`config.mk`:
```
export PLATFORM = sky130hd
export DESIGN_NAME = ucb_child_select_unit
export DESIGN_NICKNAME = d
export VERILOG_FILES = /design/src/rtl/ucb_pkg.sv /design/src/rtl/ucb_child_select_unit.sv
export SDC_FILE = /design/constraint.sdc
export NUM_CORES = 2
export LEC_CHECK = 0
export BUFFER_PORTS_ARGS = -buffer_cell sky130_fd_sc_hd__buf_2
export CAP_MARGIN = 20
export CORE_ASPECT_RATIO = 0.5
export CORE_MARGIN = 3
export CORE_UTILIZATION = 60
export CTS_BUF_LIST = sky130_fd_sc_hd__clkbuf_4
export DETAILED_ROUTE_END_ITERATION = 10
export GPL_TIMING_DRIVEN = 0
export PLACE_DENSITY = 0.83
export SLEW_MARGIN = 0
export SYNTH_ARGS = -nofsm -noshare
export SYNTH_HDL_FRONTEND = slang
export SYNTH_SLANG_ARGS = --single-unit
export TNS_END_PERCENT = 1
```
`constraint.sdc`:
```
create_clock -name clock -period 20.5 [get_ports clock]
set_input_delay 5.125 -clock clock [delete_from_list [all_inputs] [get_ports clock]]
set_output_delay 5.125 -clock clock [all_outputs]
set_load 0.01 [all_outputs]
```
`src/rtl/ucb_pkg.sv`:
```
`timescale 1ns / 1ps
package ucb_pkg;

   localparam int MAX_KIDS = 256;
   localparam int KID_CNT_W = $clog2(MAX_KIDS + 1);

   localparam int REQ_DATA_W = 104;
   localparam int REQ_USER_W = 2;
   localparam int RSP_DATA_W = 40;
   localparam int CSR_INDEX_W = 3;
   localparam int CSR_DATA_W = 24;

   localparam logic [1:0] OP_VISITS = 2'd0;
   localparam logic [1:0] OP_MEAN   = 2'd1;
   localparam logic [1:0] OP_BOUND  = 2'd2;
   localparam logic [1:0] OP_PRIOR  = 2'd3;

   localparam logic [CSR_INDEX_W-1:0] REG_EXPLORATION_GAIN    = 3'd0;
   localparam logic [CSR_INDEX_W-1:0] REG_LOSS_WEIGHT         = 3'd1;
   localparam logic [CSR_INDEX_W-1:0] REG_UNEXPANDED_VALUE    = 3'd2;
   localparam logic [CSR_INDEX_W-1:0] REG_LOG_TERM_GAIN       = 3'd3;
   localparam logic [CSR_INDEX_W-1:0] REG_SCALE_BY_PARENT     = 3'd4;
   localparam logic [CSR_INDEX_W-1:0] REG_MULTI_SEARCHER      = 3'd5;
   localparam logic [CSR_INDEX_W-1:0] REG_MIN_EXPANDED_VISITS = 3'd6;

   localparam logic [15:0] LN2_Q16 = 16'd45426;
   localparam logic [16:0] ONE_Q16 = 17'd65536;

   localparam logic [5:0] DIV_STEPS  = 6'd49;
   localparam logic [5:0] SQRT_STEPS = 6'd24;
   localparam logic [3:0] LOG_LAST   = 4'd15;

endpackage

```
`src/rtl/ucb_child_select_unit.sv`:
```
`timescale 1ns / 1ps
// Scores the child edges of one tree node, one child per input beat, and returns the index
// and Q16.16 score of the best child on the beat marked with tlast, the earliest child winning
// ties. A child scored by visits, mean or prior goes straight to the update state;
// a child scored by the confidence bound is worked by the one shift-subtract unit, which in
// turn works two square roots (24 steps each) and two divisions (49 steps each), and by the 16
// squaring passes of the logarithm through the one 32 by 32 multiplier. The input is not
// ready while a child is being scored. A finished result waits in the output register while
// the next node streams in.
module ucb_child_select_unit (
   input  logic                             clock,
   input  logic                             reset,
   input  logic                             req_tvalid,
   output logic                             req_tready,
   // child_visits[15:0], reward_sum[47:16], child_prior[64:48], mean_reward[81:65],
   // parent_visits[97:82], zero fill above.
   input  logic [ucb_pkg::REQ_DATA_W-1:0]   req_tdata,
   // operation[1:0].
   input  logic [ucb_pkg::REQ_USER_W-1:0]   req_tuser,
   input  logic                             req_tlast,
   output logic                             rsp_tvalid,
   input  logic                             rsp_tready,
   // best_child_index[7:0], best_score[39:8].
   output logic [ucb_pkg::RSP_DATA_W-1:0]   rsp_tdata,
   input  logic                             csr_wr_en,
   input  logic [ucb_pkg::CSR_INDEX_W-1:0]  csr_index,
   input  logic [ucb_pkg::CSR_DATA_W-1:0]   csr_wr_data
);
   import ucb_pkg::*;

   localparam logic [4:0] S_IDLE  = 5'd0;
   localparam logic [4:0] S_SQP   = 5'd1;
   localparam logic [4:0] S_WSQP  = 5'd2;
   localparam logic [4:0] S_MULC  = 5'd3;
   localparam logic [4:0] S_P1    = 5'd4;
   localparam logic [4:0] S_P2    = 5'd5;
   localparam logic [4:0] S_DIVE  = 5'd6;
   localparam logic [4:0] S_WDIVE = 5'd7;
   localparam logic [4:0] S_LOG0  = 5'd8;
   localparam logic [4:0] S_LOGM  = 5'd9;
   localparam logic [4:0] S_LOGU  = 5'd10;
   localparam logic [4:0] S_LN    = 5'd11;
   localparam logic [4:0] S_DIVR  = 5'd12;
   localparam logic [4:0] S_WDIVR = 5'd13;
   localparam logic [4:0] S_WSQR  = 5'd14;
   localparam logic [4:0] S_SUM   = 5'd15;
   localparam logic [4:0] S_UPD   = 5'd16;

   logic [23:0] gain_ff, gain_in;
   logic [16:0] lw_ff, lw_in;
   logic [16:0] unexp_ff, unexp_in;
   logic [23:0] lgain_ff, lgain_in;
   logic        scale_ff, scale_in;
   logic        multi_ff, multi_in;
   logic [15:0] minexp_ff, minexp_in;

   logic [4:0]  state_ff, state_in;
   logic [15:0] visits_ff, visits_in;
   logic [31:0] rsum_ff, rsum_in;
   logic [16:0] prior_ff, prior_in;
   logic [16:0] mean_ff, mean_in;
   logic [15:0] parent_ff, parent_in;
   logic        last_ff, last_in;
   logic        skip_ff, skip_in;
   logic [31:0] score_ff, score_in;

   logic [31:0] best_ff, best_in;
   logic [7:0]  idx_ff, idx_in;
   logic        have_ff, have_in;
   logic [KID_CNT_W-1:0] kids_ff, kids_in;

   logic        rsp_valid_ff, rsp_valid_in;
   logic [RSP_DATA_W-1:0] rsp_data_ff, rsp_data_in;

   logic [63:0] prod_ff, prod_in;
   logic [31:0] mul_a, mul_b;
   logic        mul_en;
   logic [31:0] c_ff, c_in;
   logic [48:0] acc_ff, acc_in;
   logic [32:0] d_ff, d_in;
   logic [48:0] e_ff, e_in;
   logic [31:0] m_ff, m_in;
   logic [3:0]  n_ff, n_in;
   logic [15:0] frac_ff, frac_in;
   logic [3:0]  it_ff, it_in;

   logic [5:0]  u_cnt_ff, u_cnt_in;
   logic        u_sqrt_ff, u_sqrt_in;
   logic [63:0] u_src_ff, u_src_in;
   logic [33:0] u_rem_ff, u_rem_in;
   logic [33:0] u_div_ff, u_div_in;
   logic [48:0] u_q_ff, u_q_in;
   logic [34:0] u_cand, u_sub;
   logic [35:0] u_diff;
   logic        u_ok;

   logic [15:0] p_visits, p_parent;
   logic [31:0] p_rsum;
   logic [16:0] p_prior, p_mean;
   logic [31:0] vq, losses;
   logic [16:0] wc, wrest;
   logic [3:0]  lead;
   logic        expanded;
   logic [49:0] total;
   logic [31:0] mm;
   logic        better;
   logic        can_emit;

   assign p_visits = req_tdata[15:0];
   assign p_rsum   = req_tdata[47:16];
   assign p_prior  = req_tdata[64:48];
   assign p_mean   = req_tdata[81:65];
   assign p_parent = req_tdata[97:82];

   assign req_tready = (state_ff == S_IDLE);
   assign rsp_tvalid = rsp_valid_ff;
   assign rsp_tdata  = rsp_data_ff;

   assign vq     = {visits_ff, 16'd0};
   assign losses = (vq > rsum_ff) ? (vq - rsum_ff) : 32'd0;
   assign wc     = (lw_ff > ONE_Q16) ? ONE_Q16 : lw_ff;
   assign wrest  = ONE_Q16 - wc;
   assign expanded = multi_ff ? (visits_ff > minexp_ff) : (visits_ff != 16'd0);
   assign mm     = prod_ff[61:30];
   assign can_emit = !rsp_valid_ff || rsp_tready;

   always_comb begin
      lead = 4'd0;
      for (int i = 1; i < 16; i++) begin
         if (parent_ff[i]) begin
            lead = 4'(i);
         end
      end
   end

   always_comb begin
      if (u_sqrt_ff) begin
         u_cand = {u_rem_ff[32:0], u_src_ff[63:62]};
         u_sub  = {u_q_ff[32:0], 2'b01};
      end else begin
         u_cand = {u_rem_ff, u_src_ff[63]};
         u_sub  = {1'b0, u_div_ff};
      end
      u_diff = {1'b0, u_cand} - {1'b0, u_sub};
      u_ok   = !u_diff[35];
   end

   always_comb begin
      total = {33'd0, (expanded ? mean_ff : unexp_ff)} + {1'b0, e_ff}
            + {18'd0, prod_ff[47:16]};
   end

   always_comb begin
      better = !skip_ff && (!have_ff || (score_ff > best_ff));
   end

   always_comb begin
      mul_en = 1'b1;
      mul_a  = 32'd0;
      mul_b  = 32'd0;
      case (state_ff)
         S_WSQP: begin
            mul_a = {8'd0, gain_ff};
            mul_b = {8'd0, u_q_ff[23:0]};
         end
         S_MULC: begin
            mul_a = losses;
            mul_b = {15'd0, wc};
         end
         S_P1: begin
            mul_a = vq;
            mul_b = {15'd0, wrest};
         end
         S_P2: begin
            mul_a = c_ff;
            mul_b = {15'd0, prior_ff};
         end
         S_LOGM: begin
            mul_a = m_ff;
            mul_b = m_ff;
         end
         S_LN: begin
            mul_a = {12'd0, n_ff, frac_ff};
            mul_b = {16'd0, LN2_Q16};
         end
         S_WSQR: begin
            mul_a = {8'd0, lgain_ff};
            mul_b = {14'd0, u_q_ff[17:0]};
         end
         default: begin
            mul_en = 1'b0;
         end
      endcase
      prod_in = mul_en ? (64'(mul_a) * 64'(mul_b)) : prod_ff;
   end

   always_comb begin
      gain_in   = gain_ff;
      lw_in     = lw_ff;
      unexp_in  = unexp_ff;
      lgain_in  = lgain_ff;
      scale_in  = scale_ff;
      multi_in  = multi_ff;
      minexp_in = minexp_ff;
      if (csr_wr_en) begin
         case (csr_index)
            REG_EXPLORATION_GAIN:    gain_in   = csr_wr_data;
            REG_LOSS_WEIGHT:         lw_in     = csr_wr_data[16:0];
            REG_UNEXPANDED_VALUE:    unexp_in  = csr_wr_data[16:0];
            REG_LOG_TERM_GAIN:       lgain_in  = csr_wr_data;
            REG_SCALE_BY_PARENT:     scale_in  = csr_wr_data[0];
            REG_MULTI_SEARCHER:      multi_in  = csr_wr_data[0];
            REG_MIN_EXPANDED_VISITS: minexp_in = csr_wr_data[15:0];
            default: begin
            end
         endcase
      end
   end

   always_comb begin
      state_in  = state_ff;
      visits_in = visits_ff;
      rsum_in   = rsum_ff;
      prior_in  = prior_ff;
      mean_in   = mean_ff;
      parent_in = parent_ff;
      last_in   = last_ff;
      skip_in   = skip_ff;
      score_in  = score_ff;
      best_in   = best_ff;
      idx_in    = idx_ff;
      have_in   = have_ff;
      kids_in   = kids_ff;
      rsp_valid_in = rsp_valid_ff && !rsp_tready;
      rsp_data_in  = rsp_data_ff;
      c_in      = c_ff;
      acc_in    = acc_ff;
      d_in      = d_ff;
      e_in      = e_ff;
      m_in      = m_ff;
      n_in      = n_ff;
      frac_in   = frac_ff;
      it_in     = it_ff;
      u_cnt_in  = u_cnt_ff;
      u_sqrt_in = u_sqrt_ff;
      u_src_in  = u_src_ff;
      u_rem_in  = u_rem_ff;
      u_div_in  = u_div_ff;
      u_q_in    = u_q_ff;

      if (u_cnt_ff != 6'd0) begin
         u_rem_in = u_ok ? u_diff[33:0] : u_cand[33:0];
         u_q_in   = {u_q_ff[47:0], u_ok};
         u_src_in = u_sqrt_ff ? {u_src_ff[61:0], 2'b00} : {u_src_ff[62:0], 1'b0};
         u_cnt_in = u_cnt_ff - 6'd1;
      end

      case (state_ff)
         S_IDLE: begin
            if (req_tvalid) begin
               visits_in = p_visits;
               rsum_in   = p_rsum;
               prior_in  = p_prior;
               mean_in   = p_mean;
               parent_in = (p_parent == 16'd0) ? 16'd1 : p_parent;
               last_in   = req_tlast;
               skip_in   = (kids_ff >= KID_CNT_W'(MAX_KIDS));
               state_in  = S_UPD;
               case (req_tuser)
                  OP_VISITS: score_in = {p_visits, 16'd0};
                  OP_MEAN:   score_in = {15'd0, p_mean};
                  OP_PRIOR:  score_in = {15'd0, p_prior};
                  OP_BOUND: begin
                     if (kids_ff < KID_CNT_W'(MAX_KIDS)) begin
                        state_in = S_SQP;
                     end
                  end
                  default: score_in = 32'd0;
               endcase
            end
         end
         S_SQP: begin
            u_sqrt_in = 1'b1;
            u_src_in  = {parent_ff, 48'd0};
            u_rem_in  = 34'd0;
            u_q_in    = 49'd0;
            u_cnt_in  = SQRT_STEPS;
            state_in  = S_WSQP;
         end
         S_WSQP: begin
            if (u_cnt_ff == 6'd0) begin
               state_in = S_MULC;
            end
         end
         S_MULC: begin
            c_in     = scale_ff ? prod_ff[47:16] : {8'd0, gain_ff};
            state_in = S_P1;
         end
         S_P1: begin
            acc_in   = prod_ff[48:0];
            state_in = S_P2;
         end
         S_P2: begin
            d_in     = 33'((acc_ff + prod_ff[48:0]) >> 16);
            state_in = S_DIVE;
         end
         S_DIVE: begin
            u_sqrt_in = 1'b0;
            u_src_in  = {prod_ff[48:0], 15'd0};
            u_div_in  = {1'b0, d_ff} + 34'd65536;
            u_rem_in  = 34'd0;
            u_q_in    = 49'd0;
            u_cnt_in  = DIV_STEPS;
            state_in  = S_WDIVE;
         end
         S_WDIVE: begin
            if (u_cnt_ff == 6'd0) begin
               e_in     = u_q_ff;
               state_in = S_LOG0;
            end
         end
         S_LOG0: begin
            n_in     = lead;
            m_in     = {16'd0, parent_ff} << (5'd30 - {1'b0, lead});
            frac_in  = 16'd0;
            it_in    = 4'd0;
            state_in = S_LOGM;
         end
         S_LOGM: begin
            state_in = S_LOGU;
         end
         S_LOGU: begin
            m_in    = mm[31] ? {1'b0, mm[31:1]} : mm;
            frac_in = {frac_ff[14:0], mm[31]};
            it_in   = it_ff + 4'd1;
            state_in = (it_ff == LOG_LAST) ? S_LN : S_LOGM;
         end
         S_LN: begin
            state_in = S_DIVR;
         end
         S_DIVR: begin
            u_sqrt_in = 1'b0;
            u_src_in  = {29'd0, prod_ff[35:16], 15'd0};
            u_div_in  = {17'd0, 17'({1'b0, visits_ff} + 17'd1)};
            u_rem_in  = 34'd0;
            u_q_in    = 49'd0;
            u_cnt_in  = DIV_STEPS;
            state_in  = S_WDIVR;
         end
         S_WDIVR: begin
            if (u_cnt_ff == 6'd0) begin
               u_sqrt_in = 1'b1;
               u_src_in  = {12'd0, u_q_ff[19:0], 32'd0};
               u_rem_in  = 34'd0;
               u_q_in    = 49'd0;
               u_cnt_in  = SQRT_STEPS;
               state_in  = S_WSQR;
            end
         end
         S_WSQR: begin
            if (u_cnt_ff == 6'd0) begin
               state_in = S_SUM;
            end
         end
         S_SUM: begin
            score_in = (total > 50'hFFFF_FFFF) ? 32'hFFFF_FFFF : total[31:0];
            state_in = S_UPD;
         end
         S_UPD: begin
            if (!last_ff || can_emit) begin
               state_in = S_IDLE;
               if (better) begin
                  best_in = score_ff;
                  idx_in  = 8'(kids_ff);
                  have_in = 1'b1;
               end
               if (!skip_ff) begin
                  kids_in = kids_ff + KID_CNT_W'(1);
               end
               if (last_ff) begin
                  rsp_valid_in = 1'b1;
                  rsp_data_in  = better ? {score_ff, 8'(kids_ff)} : {best_ff, idx_ff};
                  best_in = 32'd0;
                  idx_in  = 8'd0;
                  have_in = 1'b0;
                  kids_in = '0;
               end
            end
         end
         default: begin
            state_in = S_IDLE;
         end
      endcase
   end

   always_ff @(posedge clock) begin
      if (reset) begin
         gain_ff      <= 24'd65536;
         lw_ff        <= 17'd65536;
         unexp_ff     <= 17'd65536;
         lgain_ff     <= 24'd0;
         scale_ff     <= 1'b1;
         multi_ff     <= 1'b0;
         minexp_ff    <= 16'd0;
         state_ff     <= S_IDLE;
         best_ff      <= 32'd0;
         idx_ff       <= 8'd0;
         have_ff      <= 1'b0;
         kids_ff      <= '0;
         rsp_valid_ff <= 1'b0;
         u_cnt_ff     <= 6'd0;
         it_ff        <= 4'd0;
      end else begin
         gain_ff      <= gain_in;
         lw_ff        <= lw_in;
         unexp_ff     <= unexp_in;
         lgain_ff     <= lgain_in;
         scale_ff     <= scale_in;
         multi_ff     <= multi_in;
         minexp_ff    <= minexp_in;
         state_ff     <= state_in;
         best_ff      <= best_in;
         idx_ff       <= idx_in;
         have_ff      <= have_in;
         kids_ff      <= kids_in;
         rsp_valid_ff <= rsp_valid_in;
         u_cnt_ff     <= u_cnt_in;
         it_ff        <= it_in;
      end
   end

   always_ff @(posedge clock) begin
      visits_ff   <= visits_in;
      rsum_ff     <= rsum_in;
      prior_ff    <= prior_in;
      mean_ff     <= mean_in;
      parent_ff   <= parent_in;
      last_ff     <= last_in;
      skip_ff     <= skip_in;
      score_ff    <= score_in;
      rsp_data_ff <= rsp_data_in;
      prod_ff     <= prod_in;
      c_ff        <= c_in;
      acc_ff      <= acc_in;
      d_ff        <= d_in;
      e_ff        <= e_in;
      m_ff        <= m_in;
      n_ff        <= n_in;
      frac_ff     <= frac_in;
      u_sqrt_ff   <= u_sqrt_in;
      u_src_ff    <= u_src_in;
      u_rem_ff    <= u_rem_in;
      u_div_ff    <= u_div_in;
      u_q_ff      <= u_q_in;
   end

`ifndef SYNTH
   // The shared unit only steps while the sequencer waits on it.
   a_unit_busy: assert property (@(posedge clock) disable iff (reset)
      (u_cnt_ff != 6'd0) |-> (state_ff == S_WSQP || state_ff == S_WDIVE ||
                              state_ff == S_WDIVR || state_ff == S_WSQR))
      else $error("shift-subtract unit busy outside a wait state");

   a_kids_cap: assert property (@(posedge clock) disable iff (reset)
      kids_ff <= KID_CNT_W'(MAX_KIDS))
      else $error("child count beyond its limit");

   // Closing a node clears the running maximum and raises the result.
   a_node_close: assert property (@(posedge clock) disable iff (reset)
      (state_ff == S_UPD && last_ff && can_emit) |=>
         (!have_ff && kids_ff == '0 && rsp_valid_ff && state_ff == S_IDLE))
      else $error("node close did not clear state");

   a_have_kids: assert property (@(posedge clock) disable iff (reset)
      have_ff |-> (kids_ff != '0))
      else $error("candidate held with no child counted");
`endif

endmodule
```
==> flow_metrics.env <==
export IMPL_p_int_mw=3.50
export IMPL_antenna_found_initial=24
export IMPL_whs_path_depth=2
export IMPL_syn_cell_area_mm2=0.0760
export IMPL_synth_compound_area_share=0.132
export IMPL_rr_endpoint="prod_ff[59]"
export IMPL_dieArea_mm2=0.131
export IMPL_layout_min_cycle_time_ns=13.71
export IMPL_reg2reg_depth=36
export IMPL_min_period_over_period=0.669
export IMPL_slowest_stage="edfxtp_1"
export IMPL_required_ns=21.39
export IMPL_clk_pin_slew_ns=0.09
export IMPL_ir_drop_mv=0.0744
export IMPL_hold_violations=0
export IMPL_violations="DRC, slew limit"
export IMPL_gp_congestion=1.09
export IMPL_p_seq_frac=0.389
export IMPL_cts_path_max_buffers=3
export IMPL_met3_length_um=48300
export IMPL_via_count=66605
export IMPL_clock_latency_ns=1.11
export IMPL_fillCellCount=10363
export IMPL_cts_buffers=189
export IMPL_regToRegSetupSlack_ns=6.79
export IMPL_numPortBuffers=171
export IMPL_ant_nets=0
export IMPL_core_mm2=0.124
export IMPL_io_pin_count=181
export IMPL_setup_violations=0
export IMPL_crit_family="adder cells"
export IMPL_worst_path_buf_inv=8
export IMPL_ys_ff_latch=797
export IMPL_swShare=0.405
export IMPL_drv_slew=3
export IMPL_clockRootBuffer="clkbuf_4"
export IMPL_fin_worst_skew_ns=0.0770
export IMPL_start_util=0.610
export IMPL_postCtsSetupRepairBufs=0
export IMPL_cpPeakStageDelay_ns=1.17
export IMPL_min_path_type="reg2reg"
export IMPL_die_w_um=509
export IMPL_p_leak_nw=36.5
export IMPL_power_density_mw_per_mm2=71.6
export IMPL_switchingPower_mw=2.38
export IMPL_first_pass_iters=11
export IMPL_whs_ns=0.454
export IMPL_synth_top_family_by_area="adder cells"
export IMPL_dr_max_layer_used="met5"
export IMPL_routed_wl_um=304000
export IMPL_wl_met1_um=111000
export IMPL_cp_data_arrival_time_ns=14.61
export IMPL_cts_resized=0
export IMPL_final_cell_mix="inv_1 (1,152), nand2_1 (1,058), fa_1 (914)"
export IMPL_p_comb_frac=0.369
export IMPL_fmax_mhz=72.9
export IMPL_avgRoutedWirePerCell_um=29.3
export IMPL_drt_iter0_markers=9855
export IMPL_areaGrowthSynthToFinish_pct=8.07
export IMPL_wl_met2_um=122000
export IMPL_fin_util=0.660
export IMPL_muxShareOfSynthArea=0.0362
export IMPL_whs_endpoint="minexp_ff[14]"
export IMPL_placedCellCount=9986
export IMPL_worst_slew_pin_slew_ns=1.52
export IMPL_finalWorstSetupSlack_ns=6.79
export IMPL_worst_setup_path_end_kind="flip-flop"
export IMPL_worst_setup_path_start_kind="flip-flop"
export IMPL_cts_sinks=797
export IMPL_synth_edf_count=484
export IMPL_detailed_place_hpwl_um=240000
export IMPL_syn_avg_cell_area_um2=9.37
export IMPL_grt_pass1_wl_um=432000
export IMPL_hold_buffers=0
export IMPL_grt_pass1_vias=64313
export IMPL_cts_tree="done"
export IMPL_fin_cells=10366
export IMPL_drc=1
export IMPL_yosysUniqueCellTypes=113
export IMPL_grt_start_max_net_pins=68
export IMPL_synth_xor_area_frac=0.0244
export IMPL_ys_warn_count=0
export IMPL_maxCapViolations=0
export IMPL_ys_flop_type="edfxtp_1"
export IMPL_grt_setup_unrepaired="false"
export IMPL_power_frac_clock=0.243
export IMPL_nets=10013
export IMPL_gr_total_overflow=0
export IMPL_die_y_um=258
export IMPL_synthCells=8111
export IMPL_status="complete, but fails checks"
export IMPL_h_tree_depth=4
export IMPL_hold_start="minexp_ff[14]"
export IMPL_crit_type="reg2reg"
export IMPL_worst_path_most_repeated_cell="fa_1"
export IMPL_relSlewSlack=-0.0151
export IMPL_synth_seq_area_share=0.274
export IMPL_synthArstFlopShare=0
export IMPL_track_usage=0.458
export IMPL_setup_tns_ns=0
export IMPL_layout_drive_gt1_share=0.101
export IMPL_place_ws_ns=7.52
export IMPL_final_common_cell="inv_1"
export IMPL_placementRows=91
export IMPL_synthAdderAreaFrac=0.315
export IMPL_vias_per_cell=6.43
export IMPL_synth_nets=9617
export IMPL_synth_simple_gate_area_frac=0.137
export IMPL_worstPathMaxFanout=10
export IMPL_worstReg2RegStart="visits_ff[10]"
metrics by stage:
stage | power, mW | instance area (µm²)
after global routing | 6.12 | 82100
final | 5.88 | 82100
after global placement | 4.31 | 78900
after CTS | 5.76 | 82000
after floorplan | 3.63 | 76000
after detailed placement | 4.36 | 79400
metal layers:
| metal | vias up | global-route usage |
|---|---|---|
| met5 | - | 0 |
| met4 | 8 | 0.277 |
| met3 | 1131 | 0.197 |
| met2 | 5075 | 0.635 |
| met1 | 32466 | 0.593 |
| li1 | 27925 | - |
flip-flops by register name (all words and copies together) (netlist names), 16 cells and up:
| signal | flops |
|---|---|
| prod_ff | 62 |
| u_q_ff | 49 |
| score_ff | 32 |
| best_ff | 32 |
| gain_ff | 24 |
| rsum_ff | 32 |
| prior_ff | 17 |
| e_ff | 49 |
| frac_ff | 16 |
| mean_ff | 17 |
| u_src_ff | 64 |
| lgain_ff | 24 |
| rsp_tdata | 40 |
| m_ff | 32 |
| unexp_ff | 17 |
| u_rem_ff | 34 |
| lw_ff | 17 |
| minexp_ff | 16 |
| visits_ff | 16 |
| acc_ff | 49 |
| u_div_ff | 34 |
| parent_ff | 16 |
| c_ff | 32 |
| d_ff | 33 |
synth_stat cells, types with 24 or more instances:
master | number | area [µm²]
inv_1 | 1154 | 4330
a22o_1 | 62 | 543
buf_2 | 82 | 410
or3_1 | 48 | 300
edfxtp_1 | 484 | 14500
a21o_1 | 113 | 848
a211oi_1 | 51 | 383
nor2b_1 | 39 | 244
nand2_1 | 1058 | 3970
a21oi_1 | 512 | 2560
a22oi_1 | 55 | 413
nand2b_1 | 47 | 294
nand4_1 | 57 | 357
nor2_1 | 740 | 2780
fa_1 | 914 | 18300
nor3_1 | 68 | 340
a31oi_1 | 25 | 156
and2_1 | 52 | 325
and3_1 | 75 | 469
o21ai_0 | 270 | 1350
clkbuf_1 | 309 | 1160
a222oi_1 | 48 | 480
a21oi_2 | 33 | 289
mux2i_1 | 112 | 1120
xnor2_1 | 123 | 1080
xor2_1 | 87 | 762
o21a_1 | 48 | 360
mux2_2 | 135 | 1520
o21bai_1 | 24 | 180
dfxtp_1 | 313 | 6270
ha_1 | 453 | 5670
o211ai_1 | 25 | 188
nand3_1 | 88 | 440
cells by family (layout without fill, tap and decap cells):
logic type      Yosys count  after routing
compound gates         1511           1511
xor+xnor                211            211
fa+ha+maj              1367           1367
buf+inv                1593           2155
flops                   797            797
mux                     252            252
other cells               0             19
simple gates           2380           2380
worst max path at each step:
stage / cells after the start / endpoint / startpoint
2_1_floorplan: 32 / prod_ff[55] / state_ff[1]
3_3_place_gp: 30 / prod_ff[54] / state_ff[1]
3_5_place_dp: 36 / prod_ff[59] / visits_ff[10]
4_1_cts: 36 / prod_ff[59] / visits_ff[10]
5_1_grt: 36 / prod_ff[59] / visits_ff[10]
6_report: 36 / prod_ff[59] / visits_ff[10]
power groups by stage:
stage / sequential [mW] / clock [mW] / combinational (mW)
2_1_floorplan: 2.11 / 0 / 1.52
3_3_place_gp: 2.29 / 0 / 2.02
3_5_place_dp: 2.28 / 0 / 2.08
4_1_cts: 2.25 / 1.42 / 2.09
5_1_grt: 2.28 / 1.51 / 2.33
6_report: 2.29 / 1.43 / 2.17
final cells by class:
type	count	area [µm²]	share of cell area
sequential	797	20800	0.253
timing repair buffer	205	1320	0.0161
tap	1674	2090	0.0255
multi-input combinational	5721	49000	0.597
antenna	19	47.5	0.000579
clock buffer	289	2170	0.0264
buffer	431	1850	0.0225
inverter	1162	4360	0.0531
clock inverter	68	450	0.00549
worst reg2reg max path, delay by kind of cell (launching register included):
| family | cells | cell delay [ns] |
|---|---|---|
| AND/OR/NAND/NOR | 7 | 1.87 |
| adder cells (fa/ha/maj) | 10 | 4.82 |
| flip-flops | 1 | 1.17 |
| buffers and inverters | 8 | 2.28 |
| AO/OA/AOI/OAI | 11 | 3.40 |
(Power assumes the default switching activity.)
